File: config.mk
export PLATFORM = sky130hd
export DESIGN_NAME = visibility_pixel_colorizer_top
export DESIGN_NICKNAME = d
export VERILOG_FILES = /design/src/rtl/vpc_pkg.sv /design/src/rtl/vpc_hash_stage.sv /design/src/rtl/vpc_scale_stage.sv /design/src/rtl/vpc_div_stage.sv /design/src/rtl/visibility_pixel_colorizer_top.sv
export VERILOG_INCLUDE_DIRS = /design/src /design/src/rtl
export SDC_FILE = /design/constraint.sdc
export NUM_CORES = 2
export LEC_CHECK = 0
export BUFFER_PORTS_ARGS = -buffer_cell sky130_fd_sc_hd__buf_2
export CAP_MARGIN = 20
export CORE_MARGIN = 3
export CORE_UTILIZATION = 65
export DETAILED_ROUTE_END_ITERATION = 16
export GPL_ROUTABILITY_DRIVEN = 1
export PLACE_DENSITY_LB_ADDON = 0.08
export SLEW_MARGIN = 5
export SYNTH_ARGS = -nofsm -noshare
export SYNTH_HDL_FRONTEND = slang
export SYNTH_SLANG_ARGS = --single-unit
export TNS_END_PERCENT = 20
File: constraint.sdc
create_clock -name clk -period 13.8 [get_ports clk]
set_clock_uncertainty 0.05 [all_clocks]
set_input_delay 3.45 -clock clk [delete_from_list [all_inputs] [get_ports clk]]
set_output_delay 3.45 -clock clk [all_outputs]
set_load 0.03 [all_outputs]
File: src/rtl/visibility_pixel_colorizer_top_macros.svh
// Assertion macros shared by the colorizer pipeline modules.
`ifndef VISIBILITY_PIXEL_COLORIZER_TOP_MACROS_SVH
`define VISIBILITY_PIXEL_COLORIZER_TOP_MACROS_SVH

// Check a condition at every clock edge outside reset.
`define VPC_ASSERT_HOLDS(label, clk, rst, cond, msg) \
  label: assert property (@(posedge clk) disable iff (rst) (cond)) else $error(msg);

// Check that an antecedent implies a consequent in the same cycle.
`define VPC_ASSERT_IMPLIES(label, clk, rst, ante, cons, msg) \
  label: assert property (@(posedge clk) disable iff (rst) (ante) |-> (cons)) else $error(msg);

`endif

File: src/rtl/vpc_pkg.sv
// Shared constants, stage payload types and the divider step for the pixel colorizer.
`default_nettype none

package vpc_pkg;

  // Low 24 bits of the golden-ratio hash multiplier; only hash bits 23..0 are used
  localparam logic [23:0] HASH_MULT_LO = 24'h3779B1;
  localparam logic [15:0] DEPTH_MAX    = 16'hFFFF;
  localparam logic [15:0] SHADE_SPAN   = 16'd42598;
  localparam logic [16:0] SHADE_BASE   = 17'd22938;
  localparam logic [16:0] SHADE_ONE    = 17'd65536;
  localparam logic [16:0] DEPTH_DIV    = 17'd65535;
  localparam logic [7:0]  BG_RED       = 8'd4;
  localparam logic [7:0]  BG_GREEN     = 8'd6;
  localparam logic [7:0]  BG_BLUE      = 8'd12;
  localparam logic [7:0]  ALPHA_OPAQUE = 8'd255;

  // Quotient has 8 bits: 4 divider stages of 2 steps each
  localparam int DIV_STAGES = 4;
  localparam int DIV_STEPS  = 2;

  // Raw hash color with its normalizer and shade
  typedef struct packed {
    logic [7:0]  red;
    logic [7:0]  green;
    logic [7:0]  blue;
    logic [7:0]  max_chan;
    logic [16:0] shade;
    logic        bg;
    logic        eof;
  } vpc_color_t;

  // Divider working words: remainder in [15:8], dividend/quotient bits in [7:0]
  typedef struct packed {
    logic [15:0] red;
    logic [15:0] green;
    logic [15:0] blue;
    logic [7:0]  max_chan;
    logic        bg;
    logic        eof;
  } vpc_div_t;

  // One restoring division step: shift in the next dividend bit, subtract if it fits
  function automatic logic [15:0] div_step(input logic [15:0] w, input logic [7:0] divisor);
    logic [8:0] cand;
    logic [8:0] diff;
    logic       take;
    logic [7:0] rem;
    cand = w[15:7];
    diff = cand - {1'b0, divisor};
    take = (cand >= {1'b0, divisor});
    rem  = take ? diff[7:0] : cand[7:0];
    return {rem, w[6:0], take};
  endfunction

endpackage

`default_nettype wire

File: src/rtl/vpc_hash_stage.sv
// Front end: cluster hash, depth shade and channel maximum over two register stages.
`default_nettype none
`include "visibility_pixel_colorizer_top_macros.svh"

module vpc_hash_stage
  import vpc_pkg::*;
(
  input  wire logic        clk,
  input  wire logic        rst,
  input  wire logic        in_valid,
  output logic             in_ready,
  input  wire logic [31:0] pixel_word,
  input  wire logic        end_of_frame,
  output logic             out_valid,
  input  wire logic        out_ready,
  output vpc_color_t       out_data
);

  logic [15:0] cid;
  logic [15:0] depth;
  logic [15:0] depth_inv;
  logic [39:0] hash_full;
  logic [31:0] span_full;

  logic        s1_valid;
  logic [23:0] s1_hash;
  logic [31:0] s1_span;
  logic        s1_bg;
  logic        s1_eof;

  logic        s1_en;
  logic        s2_en;

  logic [7:0]  ch_r;
  logic [7:0]  ch_g;
  logic [7:0]  ch_b;
  logic [7:0]  max_rg;
  logic [7:0]  max_rgb;
  logic [7:0]  max_chan;
  logic [16:0] fix_rem;
  logic [15:0] span_q;
  logic [16:0] shade;

  // Advance a stage when it is empty or its successor advances
  assign s2_en    = !out_valid || out_ready;
  assign s1_en    = !s1_valid || s2_en;
  assign in_ready = s1_en;

  // Stage 1: hash multiply and shade span multiply
  assign cid       = pixel_word[15:0];
  assign depth     = pixel_word[31:16];
  assign depth_inv = DEPTH_MAX - depth;
  assign hash_full = 40'(cid) * 40'(HASH_MULT_LO);
  assign span_full = 32'(SHADE_SPAN) * 32'(depth_inv);

  always_ff @(posedge clk) begin
    if (rst) begin
      s1_valid <= 1'b0;
    end else if (s1_en) begin
      s1_valid <= in_valid;
    end
  end

  always_ff @(posedge clk) begin
    if (s1_en && in_valid) begin
      s1_hash <= hash_full[23:0];
      s1_span <= span_full;
      s1_bg   <= (cid == 16'd0) && (depth == DEPTH_MAX);
      s1_eof  <= end_of_frame;
    end
  end

  // Stage 2: split channels, take the maximum, divide span by 65535
  assign ch_r     = s1_hash[23:16];
  assign ch_g     = s1_hash[15:8];
  assign ch_b     = s1_hash[7:0];
  assign max_rg   = (ch_r > ch_g) ? ch_r : ch_g;
  assign max_rgb  = (max_rg > ch_b) ? max_rg : ch_b;
  assign max_chan = (max_rgb == 8'd0) ? 8'd1 : max_rgb;

  // x / 65535: quotient estimate x>>16, remainder (x mod 2^16) + estimate, one fixup
  assign fix_rem = {1'b0, s1_span[15:0]} + {1'b0, s1_span[31:16]};
  assign span_q  = s1_span[31:16] + 16'(fix_rem >= DEPTH_DIV);
  assign shade   = SHADE_BASE + {1'b0, span_q};

  always_ff @(posedge clk) begin
    if (rst) begin
      out_valid <= 1'b0;
    end else if (s2_en) begin
      out_valid <= s1_valid;
    end
  end

  always_ff @(posedge clk) begin
    if (s2_en && s1_valid) begin
      out_data.red      <= ch_r;
      out_data.green    <= ch_g;
      out_data.blue     <= ch_b;
      out_data.max_chan <= max_chan;
      out_data.shade    <= shade;
      out_data.bg       <= s1_bg;
      out_data.eof      <= s1_eof;
    end
  end

  `VPC_ASSERT_IMPLIES(a_max_bounds, clk, rst, out_valid, (out_data.max_chan != 8'd0) && (out_data.max_chan >= out_data.red) && (out_data.max_chan >= out_data.green) && (out_data.max_chan >= out_data.blue), "channel maximum below a channel")
  `VPC_ASSERT_IMPLIES(a_shade_range, clk, rst, out_valid, (out_data.shade >= SHADE_BASE) && (out_data.shade <= SHADE_ONE), "shade out of range")

endmodule

`default_nettype wire

File: src/rtl/vpc_scale_stage.sv
// Middle: shade each channel and scale to 255 over two register stages.
`default_nettype none
`include "visibility_pixel_colorizer_top_macros.svh"

module vpc_scale_stage
  import vpc_pkg::*;
(
  input  wire logic        clk,
  input  wire logic        rst,
  input  wire logic        in_valid,
  output logic             in_ready,
  input  wire vpc_color_t  in_data,
  output logic             out_valid,
  input  wire logic        out_ready,
  output vpc_div_t         out_data
);

  logic        s3_valid;
  logic [24:0] s3_prod_r;
  logic [24:0] s3_prod_g;
  logic [24:0] s3_prod_b;
  logic [7:0]  s3_max;
  logic        s3_bg;
  logic        s3_eof;

  logic        s3_en;
  logic        s4_en;

  logic [32:0] full_r;
  logic [32:0] full_g;
  logic [32:0] full_b;

  // Advance a stage when it is empty or its successor advances
  assign s4_en    = !out_valid || out_ready;
  assign s3_en    = !s3_valid || s4_en;
  assign in_ready = s3_en;

  // Stage 3: channel times shade
  always_ff @(posedge clk) begin
    if (rst) begin
      s3_valid <= 1'b0;
    end else if (s3_en) begin
      s3_valid <= in_valid;
    end
  end

  always_ff @(posedge clk) begin
    if (s3_en && in_valid) begin
      s3_prod_r <= 25'(in_data.red) * 25'(in_data.shade);
      s3_prod_g <= 25'(in_data.green) * 25'(in_data.shade);
      s3_prod_b <= 25'(in_data.blue) * 25'(in_data.shade);
      s3_max    <= in_data.max_chan;
      s3_bg     <= in_data.bg;
      s3_eof    <= in_data.eof;
    end
  end

  // Stage 4: times 255 as shift minus one, then drop the Q16 fraction
  assign full_r = {s3_prod_r, 8'd0} - {8'd0, s3_prod_r};
  assign full_g = {s3_prod_g, 8'd0} - {8'd0, s3_prod_g};
  assign full_b = {s3_prod_b, 8'd0} - {8'd0, s3_prod_b};

  always_ff @(posedge clk) begin
    if (rst) begin
      out_valid <= 1'b0;
    end else if (s4_en) begin
      out_valid <= s3_valid;
    end
  end

  always_ff @(posedge clk) begin
    if (s4_en && s3_valid) begin
      out_data.red      <= full_r[31:16];
      out_data.green    <= full_g[31:16];
      out_data.blue     <= full_b[31:16];
      out_data.max_chan <= s3_max;
      out_data.bg       <= s3_bg;
      out_data.eof      <= s3_eof;
    end
  end

  // The divider needs the quotient to fit 8 bits: upper dividend byte below the divisor
  `VPC_ASSERT_IMPLIES(a_div_premise, clk, rst, out_valid, (out_data.red[15:8] < out_data.max_chan) && (out_data.green[15:8] < out_data.max_chan) && (out_data.blue[15:8] < out_data.max_chan), "scaled channel overflows quotient")

endmodule

`default_nettype wire

File: src/rtl/vpc_div_stage.sv
// One divider pipeline stage: two restoring steps on all three channels.
`default_nettype none
`include "visibility_pixel_colorizer_top_macros.svh"

module vpc_div_stage
  import vpc_pkg::*;
(
  input  wire logic     clk,
  input  wire logic     rst,
  input  wire logic     in_valid,
  output logic          in_ready,
  input  wire vpc_div_t in_data,
  output logic          out_valid,
  input  wire logic     out_ready,
  output vpc_div_t      out_data
);

  logic     stage_en;
  vpc_div_t step_data;

  assign stage_en = !out_valid || out_ready;
  assign in_ready = stage_en;

  // Run this stage's share of quotient bits
  always_comb begin
    step_data = in_data;
    for (int i = 0; i < DIV_STEPS; i++) begin
      step_data.red   = div_step(step_data.red, in_data.max_chan);
      step_data.green = div_step(step_data.green, in_data.max_chan);
      step_data.blue  = div_step(step_data.blue, in_data.max_chan);
    end
  end

  always_ff @(posedge clk) begin
    if (rst) begin
      out_valid <= 1'b0;
    end else if (stage_en) begin
      out_valid <= in_valid;
    end
  end

  always_ff @(posedge clk) begin
    if (stage_en && in_valid) begin
      out_data <= step_data;
    end
  end

  // Partial remainders always stay below the divisor
  `VPC_ASSERT_IMPLIES(a_rem_below_div, clk, rst, out_valid, (out_data.red[15:8] < out_data.max_chan) && (out_data.green[15:8] < out_data.max_chan) && (out_data.blue[15:8] < out_data.max_chan), "divider remainder not below divisor")

endmodule

`default_nettype wire

File: src/rtl/visibility_pixel_colorizer_top.sv
// Pixel colorizer: usage
//   Input channel pixel_valid/pixel_ready carries pixel_word (depth in bits 31..16,
//   cluster id in bits 15..0) and end_of_frame. A request is taken at a clock edge
//   with pixel_valid and pixel_ready both high.
//   Output channel color_valid/color_ready carries red, green, blue, alpha (always
//   255) and frame_done, a copy of end_of_frame. Exactly one result per pixel, in order.
//   Stages from input request to color_valid, in order: hash and shade stages,
//   channel scaling stages, 4 divider stages (2 quotient bits each against
//   the channel maximum), then background select and output register.
//   Throughput: one pixel per clock; every stage advances each cycle while color_ready
//   is high.
//   Every stage carries its own valid bit; pixel_ready is high whenever some stage
//   has room, so requests keep flowing into bubbles while a result waits.
//   When the receiver holds color_ready low, the output holds its result and the
//   pipeline fills up; nothing is lost or repeated.
//   Synchronous active-high rst empties all stages; no state survives between pixels.
`default_nettype none

module visibility_pixel_colorizer_top
  import vpc_pkg::*;
(
  input  wire logic        clk,
  input  wire logic        rst,
  input  wire logic        pixel_valid,
  output logic             pixel_ready,
  input  wire logic [31:0] pixel_word,
  input  wire logic        end_of_frame,
  output logic             color_valid,
  input  wire logic        color_ready,
  output logic [7:0]       red,
  output logic [7:0]       green,
  output logic [7:0]       blue,
  output logic [7:0]       alpha,
  output logic             frame_done
);

  vpc_color_t color_data;
  logic       color_v;
  logic       color_rdy;

  vpc_div_t   div_data  [DIV_STAGES+1];
  logic       div_v     [DIV_STAGES+1];
  logic       div_rdy   [DIV_STAGES+1];

  logic       out_en;

  // Hash, shade and channel maximum
  vpc_hash_stage u_hash (
    .clk          (clk),
    .rst          (rst),
    .in_valid     (pixel_valid),
    .in_ready     (pixel_ready),
    .pixel_word   (pixel_word),
    .end_of_frame (end_of_frame),
    .out_valid    (color_v),
    .out_ready    (color_rdy),
    .out_data     (color_data)
  );

  // Shade and scale to 255
  vpc_scale_stage u_scale (
    .clk       (clk),
    .rst       (rst),
    .in_valid  (color_v),
    .in_ready  (color_rdy),
    .in_data   (color_data),
    .out_valid (div_v[0]),
    .out_ready (div_rdy[0]),
    .out_data  (div_data[0])
  );

  // Divide by the channel maximum, a few quotient bits per stage
  for (genvar s = 0; s < DIV_STAGES; s++) begin : g_div
    vpc_div_stage u_div (
      .clk       (clk),
      .rst       (rst),
      .in_valid  (div_v[s]),
      .in_ready  (div_rdy[s]),
      .in_data   (div_data[s]),
      .out_valid (div_v[s+1]),
      .out_ready (div_rdy[s+1]),
      .out_data  (div_data[s+1])
    );
  end

  // Output register: pick background color or quotients
  assign out_en                = !color_valid || color_ready;
  assign div_rdy[DIV_STAGES]   = out_en;

  always_ff @(posedge clk) begin
    if (rst) begin
      color_valid <= 1'b0;
    end else if (out_en) begin
      color_valid <= div_v[DIV_STAGES];
    end
  end

  always_ff @(posedge clk) begin
    if (out_en && div_v[DIV_STAGES]) begin
      red        <= div_data[DIV_STAGES].bg ? BG_RED   : div_data[DIV_STAGES].red[7:0];
      green      <= div_data[DIV_STAGES].bg ? BG_GREEN : div_data[DIV_STAGES].green[7:0];
      blue       <= div_data[DIV_STAGES].bg ? BG_BLUE  : div_data[DIV_STAGES].blue[7:0];
      frame_done <= div_data[DIV_STAGES].eof;
    end
  end

  assign alpha = ALPHA_OPAQUE;

endmodule

`default_nettype wire
==> metrics.yaml <==
grt_max_degree: 66
tightestPinTransition_ns: 1.15
die_x_um: 280
fin_nets: 5754
period_share: 0.644
cts_max_path_buffers: 3
grt_usage: 0.279
min_period_ns: 8.89
status: "completed"
htree_num_levels: 2
dp_hpwl_um: 84300
nFillCells: 5536
crit_slowest_cell: "and3_1"
worst-path-max-fanout: 7
post_cts_resized: 0
syn_avg_cell_area_um2: 10.6
syn-instance-count: 4575
drive_gt1_frac: 0.0793
post-place-ws_ns: 4.47
final_antenna_net_count: 0
firstDrtPassIters: 6
cts.clk_slew.worst_paths_ns: 0.06
io_pins: 72
worstPathRequired_ns: 10.30
worstSkewPairLatency_ns: 0.61
crit_chain: "buf_2, nor2b_1, and3_1, and2_1, and3_1, nand4_1, buf_2"
fmax_ghz: 0.112
drc: 0
synth_edf_count: 476
grt_pass1_vias: 33500
max_slew_margin: 0.236
slew_violations: 0
wire_per_inst_um: 18.9
row_count: 99
rsz0062_at_grt: "false"
hold_path.class: "flop to flop"
overflow: 0
synthToLayoutAreaGrowth_pct: 6.84
ctsHoldBuffers: 0
io_buffers: 63
antenna_found_initial: 0
via_per_inst: 5.73
holdWs_ns: 0.363
fin_ws_ns: 4.91
ys_ff_latch: 485
cts_num_sinks: 485
synth_cell_type_count: 82
synth_top_area_frac: 0.294
stdcell_area_um2: 51900
numCtsBuffers: 53
cts_tree: "done"
cts-root-buf: "clkbuf_16"
async_reset_ff_frac: 0
drtIter0Drc: 2116
cpPeakStageDelay_ns: 0.48
tns_ns: 0
critical_path_class: "input port to output port"
initial_utilization: 0.661
seq_area_frac_synth: 0.298
core_area_um2: 73600
startpoint_type: "input port"
synth_top_cells_by_area: "edfxtp_1 29%, fa_1 19%, ha_1 16%"
syn-cell-area_um2: 48600
setup_viol: 0
yosysTopAreaCell: "edfxtp_1"
die_h_um: 280
drt_wl_total_um: 106000
end_kind: "output port"
critPathBufInv: 2
yosysWarnings: 0
critPathTopFamily: "simple AND/OR/NAND/NOR gates"
cts_setup_buffers: 0
cp.arrival_ns: 5.39
gp_congestion: 0.933
grt_pass1_wl_um: 174000
synth_flop_cell: "edfxtp_1"
via_count: 32300
maxCapViolations: 0
placed_cell_area_um2: 50000
hold_viol: 0
dieArea_um2: 78100
area by class of cell:
cell class              count  area (µm²)  area share
clock buffers              60        1350      0.0260
well taps                 959        1200      0.0231
flip-flops and latches    485       14500       0.279
diodes                      1        2.50   0.0000482
inverters                 769        2890      0.0556
repair buffers             86         548      0.0105
multi-input cells        3237       31000       0.596
clock inverters            39         504     0.00971
worst register-to-register path, stage by stage, from the launching register on:
cell and delay, ns:
edfxtp_1 0.63, inv_1 0.41, ha_1 0.42, nor2b_1 0.13, o21ai_0 0.19, a21boi_0 0.15
o21a_1 0.21, o21ai_0 0.16, a21oi_1 0.12, a21oi_1 0.74, mux2_2 0.46, inv_1 0.07
ha_1 0.23, nor2b_1 0.14, o21ai_0 0.16, nand2b_1 0.11, a21o_1 0.19, a21o_1 0.19
a31oi_1 0.30, o21ai_0 0.28, a221oi_4 0.65, mux2_2 0.41
synth_stat cells, types with 6 or more instances:
master and number:
inv_1 769, ha_1 635, edfxtp_1 476, fa_1 450, nand2_1 329, and2_1 209, xnor2_1 196, nor2_1 175
a21oi_1 173, mux2_2 147, o21ai_0 139, a21o_1 96, xor2_1 87, nor2b_1 80, clkbuf_1 78, nand3_1 51
nand4_1 47, nand2b_1 45, mux2i_1 32, nor3_1 32, o21a_1 31, o21bai_1 29, a31oi_1 23, a21boi_0 22
or2_2 19, and3_1 16, a211oi_1 14, nor4_1 10, a221oi_4 9, dfxtp_1 9, buf_4 8, o211ai_1 8
or3_1 8, a211o_1 7, o31a_1 6
metal layers:
layer  vias to the layer above  global-route usage  share of wire  wire length, µm
met1                     15900               0.368           0.43            46100
met3                       165              0.0312          0.042             4520
li1                      15500                   -              -                -
met5                         -                   0              0                0
met4                         0              0.0890          0.035             3680
met2                       755               0.486           0.49            52000
state kept, by name, indices dropped and copies added (netlist names), 4 cells and up:
register,flops
blue,8
u_scale.s3_prod_b,25
u_scale.s3_max,8
u_hash.s1_span,31
u_hash.out_data,51
red,8
g_div.u_div.out_valid,4
u_scale.s3_prod_r,25
u_hash.s1_hash,24
green,8
u_scale.s3_prod_g,25
g_div.u_div.out_data,200
u_scale.out_data,58
cells in the final DEF (no fill, tap or decap), types with 51 or more instances in the layout:
cell       instances
nand3_1           51
xnor2_1          196
clkbuf_16         53
nor2_1           175
edfxtp_1         476
buf_2             63
mux2_2           147
fa_1             450
a21oi_1          173
and2_1           208
xor2_1            87
inv_1            769
nor2b_1           76
a21o_1            96
o21ai_0          139
ha_1             635
nand2_1          329
per-stage QoR:
step	std cells	util
2_1_floorplan	4582	-
3_3_place_gp	5533	0.680
3_5_place_dp	5533	0.680
4_1_cts	5632	0.705
5_1_grt	5635	0.706
6_report	5636	0.706
kinds of logic (layout without fill, tap and decap cells):
family	count (synthesis)	after routing	share of synthesized area
other	1	9	0.0000771
xor gates and xnor gates	283	283	0.0510
muxes	179	179	0.0406
DFF	485	485	0.298
AOI/OAI and AO/OA	635	635	0.0872
buffers and inverters	860	954	0.0671
adders and majority gates	1085	1085	0.349
and+or+nand+nor	1047	1047	0.108
path summary, 6_finish.rpt:
kind	from	endpoint	slack, ns	depth (start not counted)
worst max-delay path	color_ready	pixel_ready	4.91	7
worst min-delay path	u_scale.s3_bg$_DFFE_PP_	u_scale.out_data[1]$_DFFE_PP_	0.36	0
worst max register to register	u_scale.out_data[3]$_DFFE_PP_	g_div[0].u_div.out_data[41]$_DFFE_PP_	7.15	21
worst min register to register	u_scale.s3_bg$_DFFE_PP_	u_scale.out_data[1]$_DFFE_PP_	0.36	0
Power is left out: the tool's default activity adds up to more than one toggle a clock period on the data nets, which glitch-free logic cannot reach.
